==> src/rtl/core/byte_level_utf8_text_decoder_unit_macros.svh <==
// Assertion helpers shared by the decoder RTL. Each macro expects signals
// named clock and reset in the module that uses it.
`ifndef BYTE_LEVEL_UTF8_TEXT_DECODER_UNIT_MACROS_SVH
`define BYTE_LEVEL_UTF8_TEXT_DECODER_UNIT_MACROS_SVH

// Same-cycle implication.
`define BLDEC_ASSERT(label, ante, cons) \
   label: assert property (@(posedge clock) disable iff (reset) (ante) |-> (cons)) \
      else $error("bldec assertion failed");

// Next-cycle implication.
`define BLDEC_ASSERT_NEXT(label, ante, cons) \
   label: assert property (@(posedge clock) disable iff (reset) (ante) |=> (cons)) \
      else $error("bldec assertion failed");

`endif

==> src/rtl/core/bldec_pkg.sv <==
`timescale 1ns / 1ps
`default_nettype none

package bldec_pkg;

   localparam int unsigned RUN_SLOTS = 4;

   localparam logic [1:0] KIND_MAPPED  = 2'd0;
   localparam logic [1:0] KIND_RECODED = 2'd1;
   localparam logic [1:0] KIND_RAW     = 2'd2;

   // One run of output words caused by a single input word.
   typedef struct packed {
      logic [RUN_SLOTS-1:0][7:0] bytes;
      logic [RUN_SLOTS-1:0][1:0] kinds;
      logic [1:0]                last_idx;
   } run_type;

endpackage

`default_nettype wire

==> src/rtl/core/bldec_channels.sv <==
`timescale 1ns / 1ps
`default_nettype none

interface bldec_req_if;
   logic       valid;
   logic       ready;
   logic [7:0] in_byte;
   logic       end_of_text;

   modport source (output valid, output in_byte, output end_of_text, input ready);
   modport sink (input valid, input in_byte, input end_of_text, output ready);
endinterface

interface bldec_rsp_if;
   logic       valid;
   logic       ready;
   logic [7:0] out_byte;
   logic [1:0] byte_kind;
   logic       run_last;

   modport source (output valid, output out_byte, output byte_kind, output run_last,
                   input ready);
   modport sink (input valid, input out_byte, input byte_kind, input run_last,
                 output ready);
endinterface

`default_nettype wire

==> src/rtl/core/bldec_front.sv <==
`timescale 1ns / 1ps
`default_nettype none

module bldec_front (
   input  wire logic        clock,
   input  wire logic        reset,
   bldec_req_if.sink        req_chan,
   output bldec_pkg::run_type push_data,
   output logic             push,
   input  wire logic        full
);
   import bldec_pkg::*;
   `include "byte_level_utf8_text_decoder_unit_macros.svh"

   logic [2:0][7:0] held_ff;
   logic [2:0][7:0] held_in;
   logic [2:0]      exp_ff;
   logic [2:0]      exp_in;
   logic [1:0]      cnt_ff;
   logic [1:0]      cnt_in;

   logic        accept;
   logic [7:0]  c;
   logic        is_cont;
   logic        is_lead;
   logic [2:0]  lead_len;
   logic        complete;
   logic        do_fresh;
   logic        ascii;
   logic        raw_one;
   logic [1:0]  a_cnt;
   logic [1:0]  c_cnt;

   logic [20:0] cp_asm;
   logic [20:0] cp;
   logic        vis8;
   logic        ctrl;
   logic [6:0]  ctrl_n;
   logic [3:0][7:0] enc_bytes;
   logic [3:0][1:0] enc_kinds;
   logic [2:0]  enc_cnt;

   logic [3:0][7:0] b_bytes;
   logic [3:0][1:0] b_kinds;
   logic [2:0]  b_cnt;
   logic [2:0]  total;

   function automatic logic visible(input logic [7:0] b);
      return (b >= 8'h21 && b <= 8'h7E) || (b >= 8'hA1 && b <= 8'hAC) || (b >= 8'hAE);
   endfunction

   function automatic logic [7:0] pick3(input logic [2:0][7:0] arr, input logic [1:0] idx);
      logic [7:0] r;
      unique case (idx)
         2'd0:    r = arr[0];
         2'd1:    r = arr[1];
         default: r = arr[2];
      endcase
      return r;
   endfunction

   assign req_chan.ready = !full;
   assign accept  = req_chan.valid && !full;
   assign c       = req_chan.in_byte;
   assign is_cont = (c[7:6] == 2'b10);
   assign is_lead = (c[7:5] == 3'b110) || (c[7:4] == 4'b1110) || (c[7:3] == 5'b11110);

   always_comb begin
      priority if (c[7:5] == 3'b110) begin
         lead_len = 3'd2;
      end else if (c[7:4] == 4'b1110) begin
         lead_len = 3'd3;
      end else begin
         lead_len = 3'd4;
      end
   end

   // Sequence tracking: what is flushed ahead, what is held, what is flushed after.
   always_comb begin
      held_in  = held_ff;
      exp_in   = exp_ff;
      cnt_in   = cnt_ff;
      a_cnt    = 2'd0;
      c_cnt    = 2'd0;
      complete = 1'b0;
      do_fresh = 1'b0;
      raw_one  = 1'b0;
      ascii    = 1'b0;
      if (exp_ff == 3'd0) begin
         do_fresh = 1'b1;
      end else if (is_cont) begin
         if (({1'b0, cnt_ff} + 3'd1 >= exp_ff) || (cnt_ff == 2'd3)) begin
            complete = 1'b1;
            exp_in   = 3'd0;
            cnt_in   = 2'd0;
         end else begin
            for (int i = 0; i < 3; i++) begin
               if (cnt_ff == 2'(i)) begin
                  held_in[i] = c;
               end
            end
            cnt_in = cnt_ff + 2'd1;
         end
      end else begin
         // A broken sequence goes out raw and the byte starts over.
         a_cnt    = cnt_ff;
         exp_in   = 3'd0;
         cnt_in   = 2'd0;
         do_fresh = 1'b1;
      end
      if (do_fresh) begin
         priority if (!c[7]) begin
            ascii = 1'b1;
         end else if (is_lead) begin
            held_in[0] = c;
            cnt_in     = 2'd1;
            exp_in     = lead_len;
         end else begin
            raw_one = 1'b1;
         end
      end
      if (req_chan.end_of_text && exp_in != 3'd0) begin
         c_cnt  = cnt_in;
         exp_in = 3'd0;
         cnt_in = 2'd0;
      end
   end

   always_comb begin
      unique case (exp_ff)
         3'd2:    cp_asm = {10'd0, held_ff[0][4:0], c[5:0]};
         3'd3:    cp_asm = {5'd0, held_ff[0][3:0], held_ff[1][5:0], c[5:0]};
         default: cp_asm = {held_ff[0][2:0], held_ff[1][5:0], held_ff[2][5:0], c[5:0]};
      endcase
   end

   assign cp     = complete ? cp_asm : {13'd0, c};
   assign vis8   = (cp[20:8] == 13'd0) && visible(cp[7:0]);
   assign ctrl   = (cp >= 21'd256) && (cp <= 21'd323);
   assign ctrl_n = cp[6:0];

   always_comb begin
      enc_bytes = '0;
      enc_kinds = {4{KIND_RECODED}};
      enc_cnt   = 3'd1;
      priority if (vis8) begin
         enc_bytes[0] = cp[7:0];
         enc_kinds[0] = KIND_MAPPED;
      end else if (ctrl) begin
         enc_kinds[0] = KIND_MAPPED;
         priority if (ctrl_n < 7'd33) begin
            enc_bytes[0] = {1'b0, ctrl_n};
         end else if (ctrl_n < 7'd67) begin
            enc_bytes[0] = {1'b0, ctrl_n} + 8'd94;
         end else begin
            enc_bytes[0] = 8'hAD;
         end
      end else if (cp <= 21'h7F) begin
         enc_bytes[0] = cp[7:0];
      end else if (cp <= 21'h7FF) begin
         enc_cnt      = 3'd2;
         enc_bytes[0] = 8'hC0 | {3'd0, cp[10:6]};
         enc_bytes[1] = 8'h80 | {2'd0, cp[5:0]};
      end else if (cp <= 21'hFFFF) begin
         enc_cnt      = 3'd3;
         enc_bytes[0] = 8'hE0 | {4'd0, cp[15:12]};
         enc_bytes[1] = 8'h80 | {2'd0, cp[11:6]};
         enc_bytes[2] = 8'h80 | {2'd0, cp[5:0]};
      end else begin
         enc_cnt      = 3'd4;
         enc_bytes[0] = 8'hF0 | {5'd0, cp[20:18]};
         enc_bytes[1] = 8'h80 | {2'd0, cp[17:12]};
         enc_bytes[2] = 8'h80 | {2'd0, cp[11:6]};
         enc_bytes[3] = 8'h80 | {2'd0, cp[5:0]};
      end
   end

   always_comb begin
      b_bytes = enc_bytes;
      b_kinds = enc_kinds;
      b_cnt   = 3'd0;
      if (complete || ascii) begin
         b_cnt = enc_cnt;
      end else if (raw_one) begin
         b_cnt      = 3'd1;
         b_bytes[0] = c;
         b_kinds[0] = KIND_RAW;
      end
   end

   // Slot i of the run takes the ahead flush, then the decoded bytes, then the after flush.
   always_comb begin
      logic [2:0] j;
      logic [2:0] k;
      push_data = '0;
      for (int i = 0; i < 4; i++) begin
         j = 3'(i) - {1'b0, a_cnt};
         k = j - b_cnt;
         if (3'(i) < {1'b0, a_cnt}) begin
            push_data.bytes[i] = pick3(held_ff, 2'(i));
            push_data.kinds[i] = KIND_RAW;
         end else if (j < b_cnt) begin
            push_data.bytes[i] = b_bytes[j[1:0]];
            push_data.kinds[i] = b_kinds[j[1:0]];
         end else begin
            push_data.bytes[i] = pick3(held_in, k[1:0]);
            push_data.kinds[i] = KIND_RAW;
         end
      end
      total = {1'b0, a_cnt} + b_cnt + {1'b0, c_cnt};
      push_data.last_idx = 2'(total - 3'd1);
   end

   assign push = accept && (total != 3'd0);

   always_ff @(posedge clock) begin
      if (reset) begin
         exp_ff <= 3'd0;
         cnt_ff <= 2'd0;
      end else if (accept) begin
         exp_ff <= exp_in;
         cnt_ff <= cnt_in;
      end
   end

   always_ff @(posedge clock) begin
      if (accept) begin
         held_ff <= held_in;
      end
   end

   `BLDEC_ASSERT(a_front_idle_empty, exp_ff == 3'd0, cnt_ff == 2'd0)
   `BLDEC_ASSERT(a_front_open_count, exp_ff != 3'd0, (cnt_ff != 2'd0 && ({1'b0, cnt_ff} < exp_ff)))

endmodule

`default_nettype wire

==> src/rtl/core/bldec_fifo.sv <==
`timescale 1ns / 1ps
`default_nettype none

module bldec_fifo #(
   parameter int unsigned DEPTH = 2
) (
   input  wire logic              clock,
   input  wire logic              reset,
   input  wire logic              push,
   input  wire bldec_pkg::run_type push_data,
   output logic                   full,
   input  wire logic              pop,
   output bldec_pkg::run_type     pop_data,
   output logic                   empty
);
   import bldec_pkg::*;
   `include "byte_level_utf8_text_decoder_unit_macros.svh"

   localparam int unsigned PTR_W = $clog2(DEPTH);
   localparam int unsigned CNT_W = $clog2(DEPTH + 1);

   run_type            slots_ff [DEPTH];
   logic [PTR_W-1:0]   wr_ptr_ff;
   logic [PTR_W-1:0]   wr_ptr_in;
   logic [PTR_W-1:0]   rd_ptr_ff;
   logic [PTR_W-1:0]   rd_ptr_in;
   logic [CNT_W-1:0]   count_ff;
   logic [CNT_W-1:0]   count_in;

   assign full     = (count_ff == CNT_W'(DEPTH));
   assign empty    = (count_ff == '0);
   assign pop_data = slots_ff[rd_ptr_ff];

   always_comb begin
      wr_ptr_in = wr_ptr_ff;
      rd_ptr_in = rd_ptr_ff;
      count_in  = count_ff;
      if (push) begin
         wr_ptr_in = (wr_ptr_ff == PTR_W'(DEPTH - 1)) ? '0 : wr_ptr_ff + 1'b1;
      end
      if (pop) begin
         rd_ptr_in = (rd_ptr_ff == PTR_W'(DEPTH - 1)) ? '0 : rd_ptr_ff + 1'b1;
      end
      if (push && !pop) begin
         count_in = count_ff + 1'b1;
      end else if (pop && !push) begin
         count_in = count_ff - 1'b1;
      end
   end

   always_ff @(posedge clock) begin
      if (reset) begin
         wr_ptr_ff <= '0;
         rd_ptr_ff <= '0;
         count_ff  <= '0;
      end else begin
         wr_ptr_ff <= wr_ptr_in;
         rd_ptr_ff <= rd_ptr_in;
         count_ff  <= count_in;
      end
   end

   always_ff @(posedge clock) begin
      if (push) begin
         slots_ff[wr_ptr_ff] <= push_data;
      end
   end

   `BLDEC_ASSERT(a_fifo_no_overflow, push, !full)
   `BLDEC_ASSERT(a_fifo_no_underflow, pop, !empty)

endmodule

`default_nettype wire

==> src/rtl/core/bldec_back.sv <==
`timescale 1ns / 1ps
`default_nettype none

module bldec_back (
   input  wire logic              clock,
   input  wire logic              reset,
   input  wire bldec_pkg::run_type pop_data,
   input  wire logic              empty,
   output logic                   pop,
   bldec_rsp_if.source            rsp_chan
);
   import bldec_pkg::*;

   run_type    run_ff;
   logic       busy_ff;
   logic       busy_in;
   logic [1:0] idx_ff;
   logic [1:0] idx_in;
   logic       sent;
   logic       at_last;

   assign at_last = (idx_ff == run_ff.last_idx);
   assign sent    = busy_ff && rsp_chan.ready;

   // The next run is loaded as the last word of the current one leaves.
   assign pop = !empty && (!busy_ff || (sent && at_last));

   always_comb begin
      busy_in = busy_ff;
      idx_in  = idx_ff;
      if (pop) begin
         busy_in = 1'b1;
         idx_in  = 2'd0;
      end else if (sent) begin
         if (at_last) begin
            busy_in = 1'b0;
         end else begin
            idx_in = idx_ff + 2'd1;
         end
      end
   end

   always_ff @(posedge clock) begin
      if (reset) begin
         busy_ff <= 1'b0;
         idx_ff  <= 2'd0;
      end else begin
         busy_ff <= busy_in;
         idx_ff  <= idx_in;
      end
   end

   always_ff @(posedge clock) begin
      if (pop) begin
         run_ff <= pop_data;
      end
   end

   assign rsp_chan.valid     = busy_ff;
   assign rsp_chan.out_byte  = run_ff.bytes[idx_ff];
   assign rsp_chan.byte_kind = run_ff.kinds[idx_ff];
   assign rsp_chan.run_last  = at_last;

endmodule

`default_nettype wire

==> src/rtl/core/byte_level_utf8_text_decoder_unit.sv <==
`timescale 1ns / 1ps
`default_nettype none

// Byte-level UTF-8 text decoder.
// The req_chan channel carries one text byte per word with an end_of_text
// flag on the final byte. The rsp_chan channel returns restored bytes, each
// tagged with its kind (mapped, re-encoded or raw) and run_last on the final
// word caused by one input word; a byte that only opens or extends a
// sequence causes no word.
// The front stage classifies each byte and builds its whole run of up to four
// words in the cycle it is accepted; the run waits in a QUEUE_DEPTH-entry
// queue, and the back stage sends it one word per cycle while the receiver is ready, from a register.
// The first word of a run is offered from the back stage register, after
// the run has passed a queue slot. Input is taken every cycle while the
// queue has room, so one byte per cycle is sustained while runs average one
// word, and the single output word per cycle sets the long-term rate.
// If the receiver stalls, the current word holds and input stops only once
// the queue is full. Reset closes any open sequence and empties the queue.
module byte_level_utf8_text_decoder_unit #(
   parameter int unsigned QUEUE_DEPTH = 2
) (
   input  wire logic  clock,
   input  wire logic  reset,
   bldec_req_if.sink  req_chan,
   bldec_rsp_if.source rsp_chan
);
   import bldec_pkg::*;

   run_type push_data;
   run_type pop_data;
   logic    push;
   logic    pop;
   logic    full;
   logic    empty;

   bldec_front u_front (
      .clock     (clock),
      .reset     (reset),
      .req_chan  (req_chan),
      .push_data (push_data),
      .push      (push),
      .full      (full)
   );

   bldec_fifo #(
      .DEPTH (QUEUE_DEPTH)
   ) u_fifo (
      .clock     (clock),
      .reset     (reset),
      .push      (push),
      .push_data (push_data),
      .full      (full),
      .pop       (pop),
      .pop_data  (pop_data),
      .empty     (empty)
   );

   bldec_back u_back (
      .clock    (clock),
      .reset    (reset),
      .pop_data (pop_data),
      .empty    (empty),
      .pop      (pop),
      .rsp_chan (rsp_chan)
   );

endmodule

`default_nettype wire

==> src/flat_wrapper.sv <==
// flat-port wrapper written by rule: the top's interface ports become plain ports
module byte_level_utf8_text_decoder_unit_flat import bldec_pkg::*;
#(
   parameter int unsigned QUEUE_DEPTH = 2
)
  (clock, reset, req_chan_valid, req_chan_in_byte, req_chan_end_of_text, req_chan_ready, rsp_chan_valid, rsp_chan_out_byte, rsp_chan_byte_kind, rsp_chan_run_last, rsp_chan_ready);
  bldec_req_if req_chan_i ();
  bldec_rsp_if rsp_chan_i ();
  input  wire logic clock;
  input  wire logic reset;
  input wire logic [$bits(req_chan_i.valid)-1:0] req_chan_valid;
  input wire logic [$bits(req_chan_i.in_byte)-1:0] req_chan_in_byte;
  input wire logic [$bits(req_chan_i.end_of_text)-1:0] req_chan_end_of_text;
  output wire logic [$bits(req_chan_i.ready)-1:0] req_chan_ready;
  output wire logic [$bits(rsp_chan_i.valid)-1:0] rsp_chan_valid;
  output wire logic [$bits(rsp_chan_i.out_byte)-1:0] rsp_chan_out_byte;
  output wire logic [$bits(rsp_chan_i.byte_kind)-1:0] rsp_chan_byte_kind;
  output wire logic [$bits(rsp_chan_i.run_last)-1:0] rsp_chan_run_last;
  input wire logic [$bits(rsp_chan_i.ready)-1:0] rsp_chan_ready;
  assign req_chan_i.valid = req_chan_valid;
  assign req_chan_i.in_byte = req_chan_in_byte;
  assign req_chan_i.end_of_text = req_chan_end_of_text;
  assign req_chan_ready = req_chan_i.ready;
  assign rsp_chan_valid = rsp_chan_i.valid;
  assign rsp_chan_out_byte = rsp_chan_i.out_byte;
  assign rsp_chan_byte_kind = rsp_chan_i.byte_kind;
  assign rsp_chan_run_last = rsp_chan_i.run_last;
  assign rsp_chan_i.ready = rsp_chan_ready;
  byte_level_utf8_text_decoder_unit #(.QUEUE_DEPTH(QUEUE_DEPTH)) u_core (.clock(clock), .reset(reset), .req_chan(req_chan_i), .rsp_chan(rsp_chan_i));
endmodule
==> config.mk <==
export PLATFORM = sky130hd
export DESIGN_NAME = byte_level_utf8_text_decoder_unit_flat
export DESIGN_NICKNAME = d
export VERILOG_FILES = /design/src/rtl/core/bldec_pkg.sv /design/src/rtl/core/bldec_channels.sv /design/src/rtl/core/bldec_front.sv /design/src/rtl/core/bldec_fifo.sv /design/src/rtl/core/bldec_back.sv /design/src/rtl/core/byte_level_utf8_text_decoder_unit.sv /design/src/flat_wrapper.sv
export VERILOG_INCLUDE_DIRS = /design/src /design/src/rtl/core
export SDC_FILE = /design/constraint.sdc
export NUM_CORES = 1
export LEC_CHECK = 0
export BUFFER_PORTS_ARGS = -buffer_cell sky130_fd_sc_hd__buf_2
export CORE_MARGIN = 4
export CORE_UTILIZATION = 30
export DETAILED_ROUTE_END_ITERATION = 10
export PLACE_DENSITY = 0.54
export RECOVER_POWER = 25
export SYNTH_ARGS = -nofsm -noshare
export SYNTH_HDL_FRONTEND = slang
export SYNTH_SLANG_ARGS = --single-unit
==> constraint.sdc <==
create_clock -name clock -period 11.3 [get_ports clock]
set_input_delay 1.13 -clock clock [delete_from_list [all_inputs] [get_ports clock]]
set_output_delay 1.13 -clock clock [all_outputs]
set_load 0.01 [all_outputs]
# After elaboration in Yosys (flattened, before gate mapping)
# Memory sizes are Yosys's and may differ from the RTL's. A register that Yosys moved wholly into a read port is not among the register bits.
# Index checks and enable logic that the tools add are counted.
# W data, S select, Z words.
[classes] add_sub_neg=19 n_bitwise=1 n_reduce_logical=40 n_lt_le_gt_ge=25 muxes=112 n_eq_ne=15
[ops] operator="$mux W8" n=26
[ops] operator="$mux W24" n=6
[ops] operator="$bmux W8 S2" n=5
[ops] operator="$pmux W8 S2" n=4
[ops] operator="$mux W2" n=26
[ops] operator="$mux W3" n=15
[ops] operator="$pmux W21 S2" n=1
[ops] operator="$mux W16" n=2
[ops] operator="$mux W22" n=1
[ops] operator="$ge A21 B9 Y1 const B" n=1
[ops] operator="$le A21 B11 Y1 const B" n=1
[ops] operator="$le A21 B16 Y1 const B" n=1
[ops] operator="$le A21 B7 Y1 const B" n=1
[ops] operator="$le A21 B9 Y1 const B" n=1
[ops] operator="$mux W21" n=1
[ops] operator="$bmux W2 S2" n=5
[ops] operator="$mux W1" n=20
[ops] operator="$ge A8 B8 Y1 const B" n=2
[ops] operator="$lt A2 B3 Y1 const B" n=5
[ops] operator="$logic_not A13 Y1" n=1
[ops] operator="$logic_and A1 B1 Y1" n=12
[ops] operator="$logic_not A2 Y1" n=6
[ops] operator="$lt A3 B3 Y1" n=4
[ops] operator="$eq A2 B1 Y1 const B" n=5
[ops] operator="32 further kinds" n=60
[totals] out_inout_bits=13 regBits=36 memories=1 mem_bits_rw=84 input_bits=13
[memory_table] name="u_core.u_fifo.slots_ff" depth=2 width=42 rd=1 rd_ports_with_merged_regs=1 wr=1 line_no="bldec_fifo.sv:22" text="run_type slots_ff [DEPTH];"

# Depth between registers and ports, before layout
[logic_depth] word_depth=22 ltp_mapped=23

# By module
# From an unflattened synthesis, not the netlist that was laid out.
[unflattened] cells_unflattened=857 hier_area_um2=9713.1
[by_module_without_submodules] module="bldec_front" cells_each=626 instances=1 area_per_inst_um2=4729.5
[by_module_without_submodules] module="bldec_fifo" cells_each=153 instances=1 area_per_inst_um2=3238.1
[by_module_without_submodules] module="bldec_back" cells_each=78 instances=1 area_per_inst_um2=1745.4

# Least setup slack after synthesis
# OpenSTA, ideal clock, no wires.
[synth_path] path_kind="input -> register" start="input port req_chan_in_byte[6]" end="memory u_core.u_fifo.slots_ff[0][0] (netlist name), enable pin" path_stages=16 arrival_time_ns=6.313 setup_ns=0.446 slack_ns=4.541 n_path_buf=2 cell_sequence="clkbuf_1 > nand2b_1 > nor2_1 > nand2_1 > clkbuf_1 > o21ai_0 > and2_1 > o21a_1 > nand4_1 > fa_1 > inv_1 > ha_1 > xnor2_1 > xnor2_1 > a21oi_1 > nor2b_1"
[synth_via] elab_chain_len=17 elab_cells_between_ends=63 cone_classes="add/sub (2); order compare (10); eq/ne (4); mux (33); reduce/logical (14)"
[synth_rtl] element="start: declaration" line_no="flat_wrapper.sv:12" text="input wire logic [$bits(req_chan_i.in_byte)-1:0] req_chan_in_byte;"
[synth_rtl] element="$eq A2 B2 Y1" line_no="bldec_front.sv:65" text="assign is_cont = (c[7:6] == 2'b10);"
[synth_rtl] element="$mux W1" line_no="bldec_front.sv:91" text="end else if (is_cont) begin"
[synth_rtl] element="$mux W1" line_no="bldec_front.sv:89" text="if (exp_ff == 3'd0) begin"
[synth_rtl] element="$mux W21" line_no="bldec_front.sv:137" text="assign cp = complete ? cp_asm : {13'd0, c};"
[synth_rtl] element="$le A21 B16 Y1, or another cell as far along" line_no="bldec_front.sv:164" text="end else if (cp <= 21'hFFFF) begin"
[synth_rtl] element="$mux W3 or $logic_and A1 B1 Y1 (tied branches)" line_no="bldec_front.sv:164, bldec_front.sv:49"
[synth_rtl] element="$mux W3 or $logic_or A1 B1 Y1 (tied branches)" line_no="bldec_front.sv:160, bldec_front.sv:49"
[synth_rtl] element="$mux W3 or $logic_or A1 B1 Y1 (tied branches)" line_no="bldec_front.sv:158, bldec_front.sv:49"
[synth_rtl] element="[... 2 more ...]"
[synth_rtl] element="$mux W3" line_no="bldec_front.sv:182" text="if (complete || ascii) begin"
[synth_rtl] element="$add A2 B3 Y3" line_no="bldec_front.sv:210" text="total = {1'b0, a_cnt} + b_cnt + {1'b0, c_cnt};"
[synth_rtl] element="$add A3 B2 Y3 (*)" line_no="bldec_front.sv:210"
[synth_rtl] element="$reduce_bool A3 Y1 (*)" line_no="bldec_front.sv:214" text="assign push = accept && (total != 3'd0);"
[synth_rtl] element="$logic_and A1 B1 Y1 (*)" line_no="bldec_front.sv:214"
[synth_rtl] element="named net u_core.push" line_no="byte_level_utf8_text_decoder_unit.sv:31" text="logic push;"
[synth_rtl] element="$mux W1 (*)" line_no="bldec_fifo.sv:64" text="if (push) begin"
[synth_rtl] element="$mux W1 (implied by the code) (*)" line_no="bldec_fifo.sv:65" text="slots_ff[wr_ptr_ff] <= push_data;"
[synth_rtl] element="end: declaration" line_no="bldec_fifo.sv:22"
# Mark *: on every way through the listed nets, which the timed path passes. The rest lies on a longest branch.

==> results.json <==
{
  "viasPerCell": 5.68,
  "cts.clk_slew.worst_paths_ps": 80,
  "worst-path-max-fanout": 23,
  "cts_tree": "yes",
  "htreeDepth": 4,
  "muxShareOfSynthArea_pct": 13.6,
  "ys_ff_latch": 162,
  "clk_path_buf_depth": 2,
  "yosysWarnings": 0,
  "syn-cell-area_mm2": 0.00949,
  "drt_iter0_drc": 974,
  "finalHoldViolations": 0,
  "arrival_ps": 6630,
  "fp.dieW_um": 186,
  "synthesis.nets": 887,
  "diodes": 0,
  "synth-main-ff-cell": "edfxtp_1",
  "use_met1_pct": 24.3,
  "finalMaxSlewViolations": 117,
  "switching_share_pct": 32.2,
  "num-fill-cells": 3132,
  "gp_congestion": 0.996,
  "firstDrtPassIters": 6,
  "seqPwrFrac_pct": 46.7,
  "ctsHoldBuffers": 0,
  "yosys.area_share.simple_pct": 11.0,
  "grt_pass1_wl_um": 45000,
  "busiest_layer": "met2",
  "area_growth_pct": 11.9,
  "antenna_found_initial": 0,
  "ys_async_sr_fraction_pct": 0,
  "switching_power_uw": 644,
  "rows": 64,
  "clock_sinks": 162,
  "die_area_mm2": 0.0346,
  "combPwrFrac_pct": 23.7,
  "power_mw": 2.00,
  "grtUsageMet2_pct": 27.3,
  "grt_use_met3_pct": 3.11,
  "finalCritPeriodShare_pct": 57.7,
  "synth_compound_area_share_pct": 16.6,
  "synth_fa_ha_area_share_pct": 3.85,
  "syn_area_per_cell_um2": 11.2,
  "max_cap_viol_count": 3,
  "setup_viol": 0,
  "cts_root_buf": "clkbuf_16",
  "core_region_area_mm2": 0.0309,
  "yosysSeqAreaShare_pct": 50.0,
  "numPortBuffers": 25,
  "die_h_um": 186,
  "p_int_mw": 1.35,
  "io_pins": 26,
  "cts_setup_buffers": 0,
  "vias": 7179,
  "tns_ps": 0,
  "final_nets": 897,
  "utilization_pct": 34.4,
  "grt_setup_unrepaired": "false",
  "min_path_type": "reg2reg",
  "synth_top_family_by_area": "compound AO/OA/AOI/OAI gates",
  "grt_pass1_vias": 6854,
  "timing.fmax_mhz": 153,
  "drc": 0,
  "synth_top_area_cell": "edfxtp_1",
  "synth_cells": 846,
  "final_antenna_net_count": 0,
  "track_usage_pct": 17.4,
  "synthTopCellsByArea": "edfxtp_1, mux2_2, a21oi_1",
  "synth_edf_count": 150,
  "wl_um": 29900,
  "p_leak_nw": 3.62,
  "p_per_area_mw_per_mm2": 188,
  "initial_utilization_pct": 30.7,
  "dp_hpwl_um": 21700,
  "postCtsResizedCells": 0,
  "grt_max_degree": 47,
  "grt_overflow": 0,
  "period_needed_ps": 6520,
  "vdd_drop_max_v": 0.000103,
  "clk_latency_ps": 430,
  "cts_buffers": 17,
  "cp-start-kind": "flop",
  "timing_worst_setup_path_type": "reg2reg",
  "worst-slew-pin-transition_ps": 2410,
  "power_frac_clock_pct": 29.6,
  "cp-end-kind": "flop",
  "finalClockSkew_ps": 17.8,
  "synth-xor-area-share_pct": 1.38,
  "ys_types": 77,
  "drive_above_1_share_pct": 17.3,
  "relSlewSlack_pct": -60.4,
  "crit_required_ps": 11410,
  "synth_top_area_share_pct": 47.4,
  "violations": "max-capacitance violations, max-slew violations",
  "wire_per_inst_um": 23.6,
  "status": "finished, violations left"
}
## cell usage in the layout, fill, tap and decap left out, types with 6 or more instances in the layout
master / count
mux2_2: 60
a32o_1: 7
nor3_1: 15
clkbuf_16: 17
a21oi_1: 64
edfxtp_1: 150
xor2_1: 7
nand3_1: 12
nor2_1: 63
nand2b_1: 9
dfxtp_1: 12
a211oi_1: 11
o21a_1: 7
a21o_1: 9
a211o_1: 7
nand4_1: 6
buf_2: 23
ha_1: 26
inv_1: 37
o21ai_0: 39
a31oi_1: 9
mux2i_1: 25
mux2_1: 11
a22oi_1: 11
mux4_2: 10
o22ai_1: 9
and2_1: 6
nor2b_1: 9
nand2_1: 67
o211ai_1: 11
xnor2_1: 8
buf_4: 8
## Yosys cell counts, types with 3 or more instances
library cell	instances
a21boi_0	3
o211ai_1	11
and3_1	5
nand3_1	12
nand4_1	6
nor3_1	15
clkbuf_1	35
o21a_1	7
nor2_1	63
nand2b_1	9
inv_1	37
a221oi_1	5
o21ai_0	39
o21bai_1	3
o22ai_1	9
nand2_1	67
mux2_2	70
and2_1	8
a211o_1	7
a211oi_1	11
mux4_2	10
o221ai_1	3
dfxtp_1	12
a32oi_1	3
a221o_1	4
a31oi_1	9
a21oi_1	65
mux2i_1	25
a22oi_1	11
ha_1	26
o31ai_1	5
a32o_1	7
o21ai_1	3
or3_1	3
buf_2	4
xnor2_1	8
a21o_1	9
edfxtp_1	150
buf_1	3
nor4_1	5
xor2_1	7
nor2b_1	10
## critical path, stage by stage, from the launching register on
cell and delay [ps]:
dfxtp_1 500, inv_1 120, ha_1 330, ha_1 280
and2_0 200, a21o_1 310, nand3_1 270, nor3_1 490
a21o_1 550, inv_1 480, nand2_1 290, a21oi_1 140
ha_1 910, a21oi_1 260, a32o_1 280, a21o_1 160
nand2_1 50, o21ai_0 80, a221oi_1 260, o21ai_0 210
## path summary, 6_finish.rpt
kind | start | endpoint | slack [ps] | cells after the start
hold reg to reg | u_core.u_fifo.count_ff[1] | u_core.u_fifo.count_ff[1] | 520 | 2
hold / removal | u_core.u_fifo.count_ff[1] | u_core.u_fifo.count_ff[1] | 520 | 2
setup reg to reg | u_core.u_front.cnt_ff[1] | u_core.u_fifo.slots_ff[0][27] | 4780 | 19
setup / recovery | u_core.u_front.cnt_ff[1] | u_core.u_fifo.slots_ff[0][27] | 4780 | 19
## layout make-up
class	count	area (µm²)	share of cell area, %
sequential	162	4740	44.7
multi-input combinational	602	4430	41.7
tap	396	495	4.66
clock buffer	17	425	4.00
clock inverter	15	196	1.85
timing repair buffer	36	194	1.83
inverter	37	139	1.31
## sequential cells by signal, indices dropped and copies added, names as in the netlist
signal and count:
u_core.u_fifo.wr_ptr_ff 1, u_core.u_front.exp_ff 3, u_core.u_fifo.rd_ptr_ff 1, u_core.u_back.run_ff 42, u_core.u_fifo.count_ff 2, u_core.u_front.held_ff 24
u_core.u_front.cnt_ff 2, u_core.u_fifo.slots_ff 84, u_core.u_back.rsp_chan.valid 1, u_core.u_back.idx_ff 2
## logic make-up after synthesis
kind of cell               Yosys count
DFF                                162
AOI/OAI and AO/OA                  234
muxes                              107
adders and majority gates           28
and+or+nand+nor                    218
buffers and inverters               82
xor gates and xnor gates            15
## power groups by stage
stage	Clock [mW]	Sequential, mW	Combinational (mW)
5_1_grt	0.637	0.948	0.516
2_1_floorplan	0	0.889	0.358
3_3_place_gp	0	0.940	0.475
3_5_place_dp	0	0.943	0.477
4_1_cts	0.605	0.931	0.480
6_report	0.592	0.932	0.473
## through the flow
step	area [µm²]	hold slack [ps]	cells	setup WS, ps
global route	10600	562	1265	4430
CTS	10600	525	1265	4880
finish	10600	525	1265	4780
global placement	10000	496	1233	4840
floorplan	9490	472	846	4540
detailed placement	10000	512	1233	4770
## per-layer routing
layer / vias to the layer above / share of wire, % / routed length [µm]
li1: 3269 / - / -
met1: 3529 / 45 / 13400
met2: 319 / 46 / 13700
met3: 62 / 5.9 / 1780
met4: 0 / 3.5 / 1050
met5: - / 0 / 0
(Power assumes the default switching activity.)
